### src/design/ppg_pkg.sv
// Shared types, constants and constant tables of the plasma pixel generator.
// Depends on nothing; every other file imports it.
`default_nettype none
package ppg_pkg;

  localparam int COL_W    = 8;
  localparam int TIME_W   = 24;
  localparam int DIM_W    = 9;
  localparam int COEF_W   = 23;
  localparam int ANGLE_W  = 24;
  localparam int SIDX_W   = 10;
  localparam int SINE_W   = 16;
  localparam int SUM3_W   = 17;
  localparam int PHASE_W  = 17;
  localparam int SQ_W     = 21;
  localparam int DIST_W   = 19;
  localparam int SLOT_W   = 4;
  localparam int CFG_IDX_W  = 8;
  localparam int CFG_DATA_W = 9;

  localparam int PALETTE_ENTRIES = 14;
  localparam int QUARTER         = 256;

  localparam int FRONT_STAGES = 5;
  localparam int ISQRT_STEPS  = 19;
  localparam int BACK_STAGES  = 5;
  localparam int LATENCY      = FRONT_STAGES + ISQRT_STEPS + BACK_STAGES;

  // Register indexes on the configuration port
  localparam logic [CFG_IDX_W-1:0] REG_WAVE_PRESET   = 8'd0;
  localparam logic [CFG_IDX_W-1:0] REG_COLOUR_THEME  = 8'd1;
  localparam logic [CFG_IDX_W-1:0] REG_SCREEN_WIDTH  = 8'd2;
  localparam logic [CFG_IDX_W-1:0] REG_SCREEN_HEIGHT = 8'd3;

  localparam logic [DIM_W-1:0] WIDTH_RESET  = 9'd80;
  localparam logic [DIM_W-1:0] HEIGHT_RESET = 9'd24;

  // floor((2^32 - 1) / 5): quotient estimate is low by at most one
  localparam logic [29:0] RECIP5 = 30'd858993459;

  localparam logic [1:0] BRT_DIM = 2'd0;
  localparam logic [1:0] BRT_NRM = 2'd1;
  localparam logic [1:0] BRT_BLD = 2'd2;

  localparam logic [7:0] G_DOT   = 8'h2E;
  localparam logic [7:0] G_COLON = 8'h3A;
  localparam logic [7:0] G_PLUS  = 8'h2B;
  localparam logic [7:0] G_STAR  = 8'h2A;
  localparam logic [7:0] G_HASH  = 8'h23;
  localparam logic [7:0] G_AT    = 8'h40;

  typedef struct packed {
    logic [2:0] colour;
    logic [1:0] bright;
    logic [7:0] glyph;
  } stop_t;

  typedef struct packed {
    logic signed [SUM3_W-1:0] sum3;
    logic [PHASE_W-1:0]       phase;
    logic [ANGLE_W-1:0]       tterm4;
  } side_t;

  typedef logic [14:0] qsine_tab_t [0:QUARTER];

  // rad/s or rad/cell in hundredths -> turns in Q0.24, rounded
  function automatic logic [COEF_W-1:0] turns(input int h);
    longint unsigned v;
    v = (longint'(h) * 64'd26701768 + 64'd500) / 64'd1000;
    return COEF_W'(v);
  endfunction

  // Quarter-wave sine, Q1.14, from a Q30 Taylor series up to x^9
  function automatic qsine_tab_t build_qsine();
    qsine_tab_t tab;
    longint unsigned u, x, x2, t;
    for (int i = 0; i <= QUARTER; i++) begin
      u  = 64'(2 * i);
      x  = (u * 64'd3373259426) / 64'd1024;
      x2 = (x * x) >> 30;
      t  = (64'd1 << 30) - x2 / 64'd72;
      t  = (64'd1 << 30) - ((x2 * t) >> 30) / 64'd42;
      t  = (64'd1 << 30) - ((x2 * t) >> 30) / 64'd20;
      t  = (64'd1 << 30) - ((x2 * t) >> 30) / 64'd6;
      tab[i] = 15'((((x * t) >> 30) + 64'd32768) >> 16);
    end
    return tab;
  endfunction

  localparam qsine_tab_t QSINE = build_qsine();

  function automatic logic signed [SINE_W-1:0] sine_at(input logic [SIDX_W-1:0] idx);
    logic [8:0] k;
    logic [8:0] q;
    logic signed [SINE_W-1:0] mag;
    k = idx[8:0];
    q = (k > 9'd256) ? 9'(10'd512 - 10'(k)) : k;
    mag = SINE_W'(QSINE[q]);
    return idx[9] ? -mag : mag;
  endfunction

  localparam logic [COEF_W-1:0] F_COEF [4][4] = '{
    '{turns(20), turns(25), turns(15), turns(18)},
    '{turns(40), turns(35), turns(30), turns(22)},
    '{turns(10), turns(12), turns(8),  turns(9)},
    '{turns(35), turns(28), turns(45), turns(20)}};

  localparam logic [COEF_W-1:0] S_COEF [4][4] = '{
    '{turns(100), turns(80),  turns(120), turns(90)},
    '{turns(150), turns(130), turns(180), turns(120)},
    '{turns(40),  turns(30),  turns(50),  turns(35)},
    '{turns(200), turns(180), turns(220), turns(160)}};

  localparam stop_t THEMES [4][PALETTE_ENTRIES] = '{
    '{'{3'd6,BRT_DIM,G_DOT},  '{3'd6,BRT_NRM,G_COLON}, '{3'd5,BRT_NRM,G_PLUS},
      '{3'd5,BRT_BLD,G_PLUS}, '{3'd4,BRT_NRM,G_PLUS},  '{3'd4,BRT_BLD,G_STAR},
      '{3'd3,BRT_NRM,G_STAR}, '{3'd3,BRT_BLD,G_STAR},  '{3'd2,BRT_BLD,G_HASH},
      '{3'd2,BRT_NRM,G_HASH}, '{3'd1,BRT_BLD,G_HASH},  '{3'd1,BRT_NRM,G_COLON},
      '{3'd7,BRT_NRM,G_DOT},  '{3'd7,BRT_DIM,G_DOT}},
    '{'{3'd1,BRT_DIM,G_DOT},  '{3'd1,BRT_DIM,G_DOT},   '{3'd1,BRT_NRM,G_COLON},
      '{3'd1,BRT_BLD,G_COLON},'{3'd2,BRT_DIM,G_PLUS},  '{3'd2,BRT_NRM,G_PLUS},
      '{3'd2,BRT_BLD,G_STAR}, '{3'd2,BRT_BLD,G_STAR},  '{3'd3,BRT_DIM,G_HASH},
      '{3'd3,BRT_NRM,G_HASH}, '{3'd3,BRT_BLD,G_HASH},  '{3'd3,BRT_BLD,G_AT},
      '{3'd3,BRT_BLD,G_AT},   '{3'd3,BRT_BLD,G_AT}},
    '{'{3'd6,BRT_DIM,G_DOT},  '{3'd6,BRT_DIM,G_DOT},   '{3'd6,BRT_NRM,G_COLON},
      '{3'd6,BRT_NRM,G_COLON},'{3'd6,BRT_BLD,G_COLON}, '{3'd5,BRT_DIM,G_PLUS},
      '{3'd5,BRT_NRM,G_PLUS}, '{3'd5,BRT_BLD,G_STAR},  '{3'd5,BRT_BLD,G_HASH},
      '{3'd4,BRT_DIM,G_HASH}, '{3'd4,BRT_NRM,G_HASH},  '{3'd4,BRT_BLD,G_AT},
      '{3'd4,BRT_BLD,G_AT},   '{3'd4,BRT_BLD,G_AT}},
    '{'{3'd4,BRT_DIM,G_DOT},  '{3'd4,BRT_DIM,G_DOT},   '{3'd4,BRT_DIM,G_COLON},
      '{3'd4,BRT_NRM,G_COLON},'{3'd4,BRT_NRM,G_PLUS},  '{3'd4,BRT_NRM,G_PLUS},
      '{3'd4,BRT_NRM,G_STAR}, '{3'd4,BRT_BLD,G_STAR},  '{3'd4,BRT_BLD,G_HASH},
      '{3'd4,BRT_BLD,G_HASH}, '{3'd4,BRT_BLD,G_AT},    '{3'd4,BRT_BLD,G_AT},
      '{3'd4,BRT_BLD,G_AT},   '{3'd4,BRT_BLD,G_AT}}};

endpackage
`default_nettype wire

### src/design/ppg_isqrt.sv
// Pipelined integer square root of (sq << 16), one result bit per stage.
// Carries the side data of each item alongside. Depends on ppg_pkg.
`default_nettype none
module ppg_isqrt (
  input  wire logic                       clk,
  input  wire logic                       rst,
  input  wire logic                       in_valid,
  input  wire logic [ppg_pkg::SQ_W-1:0]   sq_in,
  input  ppg_pkg::side_t                  side_in,
  output logic                            out_valid,
  output logic [ppg_pkg::DIST_W-1:0]      dist_out,
  output ppg_pkg::side_t                  side_out
);
  import ppg_pkg::*;

  localparam int RW = 2 * ISQRT_STEPS - 1;

  logic          vld  [ISQRT_STEPS];
  logic [RW-1:0] rem  [ISQRT_STEPS];
  logic [RW-1:0] root [ISQRT_STEPS];
  side_t         side [ISQRT_STEPS];

  for (genvar k = 0; k < ISQRT_STEPS; k++) begin : g_step
    localparam int BP = 2 * (ISQRT_STEPS - 1 - k);
    logic          v_cur;
    logic [RW-1:0] n_cur, r_cur, trial;
    side_t         s_cur;

    if (k == 0) begin : g_first
      always_comb begin
        v_cur = in_valid;
        n_cur = RW'({sq_in, 16'b0});
        r_cur = '0;
        s_cur = side_in;
      end
    end else begin : g_rest
      always_comb begin
        v_cur = vld[k-1];
        n_cur = rem[k-1];
        r_cur = root[k-1];
        s_cur = side[k-1];
      end
    end

    assign trial = r_cur + (RW'(1) << BP);

    always_ff @(posedge clk) begin
      if (rst) begin
        vld[k] <= 1'b0;
      end else begin
        vld[k] <= v_cur;
      end
    end

    always_ff @(posedge clk) begin
      side[k] <= s_cur;
      if (n_cur >= trial) begin
        rem[k]  <= n_cur - trial;
        root[k] <= (r_cur >> 1) + (RW'(1) << BP);
      end else begin
        rem[k]  <= n_cur;
        root[k] <= r_cur >> 1;
      end
    end
  end

  assign out_valid = vld[ISQRT_STEPS-1];
  assign dist_out  = root[ISQRT_STEPS-1][DIST_W-1:0];
  assign side_out  = side[ISQRT_STEPS-1];

endmodule
`default_nettype wire

### config.mk
export PLATFORM = sky130hd
export DESIGN_NAME = ppg_isqrt
export DESIGN_NICKNAME = d
export VERILOG_FILES = /design/src/design/ppg_pkg.sv /design/src/design/ppg_isqrt.sv
export SDC_FILE = /design/constraint.sdc
export NUM_CORES = 2
export LEC_CHECK = 0
export BUFFER_PORTS_ARGS = -buffer_cell sky130_fd_sc_hd__buf_2
export CAP_MARGIN = 5
export CORE_MARGIN = 5
export CORE_UTILIZATION = 30
export DETAILED_ROUTE_END_ITERATION = 12
export GPL_TIMING_DRIVEN = 0
export PLACE_DENSITY = 0.53
export SLEW_MARGIN = 5
export SYNTH_ARGS = -nofsm -noshare
export SYNTH_HDL_FRONTEND = slang
export SYNTH_SLANG_ARGS = --single-unit
### constraint.sdc
create_clock -name clk -period 3.1 [get_ports clk]
set_input_delay 0.62 -clock clk [delete_from_list [all_inputs] [get_ports clk]]
set_output_delay 0.62 -clock clk [all_outputs]
set_load 0.01 [all_outputs]
==> results.py <==
metrics = {
    "worst_setup_path": {
        "worstSetupStartpointType": "flip-flop",
        "critPathLaunch": "rem[16][4]",
        "r2r-start": "rem[16][4]",
        "r2r_slack_ns": 0.15,
        "r2r_cells": 10,
        "required_ns": 3.81,
        "crit_arrival_ns": 3.66,
        "critPathCaptureType": "flip-flop",
        "endpoint": "rem[17][32]",
        "worstSetupPathType": "reg -> reg",
        "r2r-end": "rem[17][32]",
        "path_max_fanout": 5,
    },
    "timing": {
        "max_slew_margin": 0.3969,
        "fmax_mhz": 338.9,
        "whs_ns": 0.1378,
        "min_period_over_period": 0.9519,
        "setup_viol": 0,
        "finalMaxSlewViolations": 0,
        "tightest_slew_ns": 0.8985,
        "skew_ns": 0.04480,
        "hold_violations": 0,
        "min_period_ns": 2.951,
    },
    "synthesis": {
        "yosysSeqAreaShare": 0.7221,
        "yosysWarnings": 0,
        "synth.distinct_cells": 83,
        "syn_avg_cell_area_sq_um": 12.73,
        "syn-instance-count": 3786,
        "synth-edff-count": 0,
        "synth_top_flop_cell": "dfxtp_1",
        "synth_area_sq_um": 48190,
        "synth_async_sr_flop_share": 0,
        "ys_ff_latch": 1738,
        "synthesis.nets": 4065,
    },
    "clocking": {
        "clkLatencyLatePin_ns": 0.79,
        "cts_max_path_buffers": 3,
        "clock-sinks": 1738,
        "tritoncts": "done",
        "path_clk_slew_ns": 0.06,
        "cts.htree.levels": 4,
        "numCtsBuffers": 175,
        "cts-root-buf": "clkbuf_16",
    },
    "power": {
        "peakVddDrop_mv": 0.6470,
        "leakagePower_nw": 25.58,
        "power_mw": 58.04,
        "power.density_nw_per_um2": 988.1,
    },
    "routing": {
        "drtIter0Drc": 1054,
        "antenna_left": 0,
        "num_vias": 25786,
        "viasPerCell": 3.964,
        "finalWirelength_mm": 72.71,
        "wl_per_cell_um": 11.18,
        "drc": 0,
        "drt_first_pass_iters": 5,
    },
    "floorplan": {
        "core.rowCount": 147,
        "start_util": 0.3008,
        "die_y_um": 410.8,
        "dieArea_sq_um": 168700,
        "io_pins": 160,
        "coreArea_sq_um": 160200,
        "dieWidth_um": 410.8,
    },
    "final_layout": {
        "layout_commonest_cell": "dfxtp_1",
        "drive_gt1_frac": 0.1270,
        "layout_common_cells": "dfxtp_1 (1,738), inv_1 (245), ha_1 (190)",
        "area_delta_synth_final_pct": 21.89,
        "fillers": 15294,
        "final_net_count": 4483,
        "stdcell_count": 6505,
        "antenna_cells": 0,
    },
    "grt": {
        "grt-ovfl-total": 0,
        "grt_usage": 0.08906,
        "grt_pass1_vias": 26590,
        "antenna_found_initial": 1,
        "grt_max_degree": 17,
        "grt_pass1_wl_mm": 125.2,
    },
    "place": {
        "portBuffers": 158,
        "dpl.cell_count": 6105,
        "dp_hpwl_mm": 49.24,
        "place.gp.congestion": 0.8278,
    },
    "hold_path": {
        "holdCritPathClass": "in -> reg",
    },
    "outcome": {
        "status": "completed",
    },
    "flow_run": {
        "cap_violations": 0,
    },
}
-- sequential cells by signal (all words and copies together), names as in the netlist --
register  flops
vld          19
side       1102
root        190
rem         427
-- worst min path at each step --
stage	startpoint	endpoint	slack, ns	cells past startpoint
2_1_floorplan	side[9][0]	side[10][0]	0.31	0
3_3_place_gp	side[4][49]	side[5][49]	0.31	0
3_5_place_dp	side[9][17]	side[10][17]	0.31	0
4_1_cts	rst	vld[12]	0.05	2
5_1_grt	rst	vld[11]	0.05	2
6_report	rst	vld[11]	0.14	2
-- cell usage after synthesis, types with 37 or more instances --
master / instances / area share
dfxtp_1: 1738 / 0.72
inv_1: 245 / 0.019
ha_1: 190 / 0.049
nand2_1: 162 / 0.013
nor2_1: 162 / 0.013
o21ai_0: 151 / 0.016
a21oi_1: 141 / 0.015
xnor2_1: 119 / 0.022
xor2_1: 118 / 0.021
nor3_1: 71 / 0.0074
nor4_1: 57 / 0.0074
a21o_1: 55 / 0.0086
nand3_1: 51 / 0.0053
nor2b_1: 42 / 0.0055
nand2b_1: 39 / 0.0051
clkbuf_1: 37 / 0.0029
-- report_power, final --
group          internal, mW  switching (mW)  leakage, nW
Clock                  12.6            8.48         2.95
Sequential             25.5            1.76         14.6
Combinational          4.49            5.22         8.02
-- final cells by class --
class | instances | area (sq um) | share of cell area
buffer | 48 | 231.5 | 0.003941
tap | 2160 | 2703 | 0.04601
timing repair buffer | 242 | 1637 | 0.02786
multi-input combinational | 1752 | 12410 | 0.2113
clock buffer | 249 | 5079 | 0.08646
inverter | 247 | 928.4 | 0.01581
clock inverter | 69 | 954.7 | 0.01625
sequential | 1738 | 34790 | 0.5924
-- cells by family (layout without fill, tap and decap cells) --
kind of cell    after synthesis  count (layout)  share of synthesized area
flops                      1738            1738                     0.7221
simple gates                742             742                    0.07984
compound gates              534             534                    0.06936
buf+inv                     296             855                    0.02391
xor+xnor                    237             237                    0.04308
fa+ha+maj                   197             197                    0.05224
mux                          41              41                   0.009426
other cells                   1               1                 0.00007782
-- critical path, cell delays in order (launching register included) --
cell	delay (ns)
dfxtp_1	0.36
ha_1	0.26
fa_1	0.44
a211oi_2	0.27
o21ai_0	0.18
a41o_1	0.33
a31oi_4	0.23
a2111oi_1	0.12
clkdlybuf4s18_2	0.28
nor4_1	0.24
xor2_1	0.17
-- metal layers --
| metal | routed length, um | vias up | track usage |
|---|---|---|---|
| met2 | 34570 | 432 | 0.1523 |
| li1 | - | 13550 | - |
| met4 | 3395 | 0 | 0.04851 |
| met5 | 0 | - | 0 |
| met1 | 30910 | 11580 | 0.09850 |
| met3 | 3842 | 224 | 0.02816 |
-- through the flow --
stage,instance area (sq um),setup slack [ns],TNS [ns],utilization
after global placement,51680,-0.5447,-22.12,0.3226
final,58740,0.1490,0,0.3666
after global routing,58740,-0.05485,-0.08011,0.3666
after detailed placement,51690,-0.5738,-21.57,0.3227
after CTS,58590,0.004294,0,0.3657
after floorplan,48190,0.3427,0,-
-- what timing repair did --
item                                   CTS  global route
hold buffers                            80             0
setup endpoints to repair               97           115
endpoints found under the hold margin   80             0
cloned                                   0             0
resized for setup                       15            30
pin swaps                                0             6
setup buffers                            0             3
(Power assumes the default switching activity.)
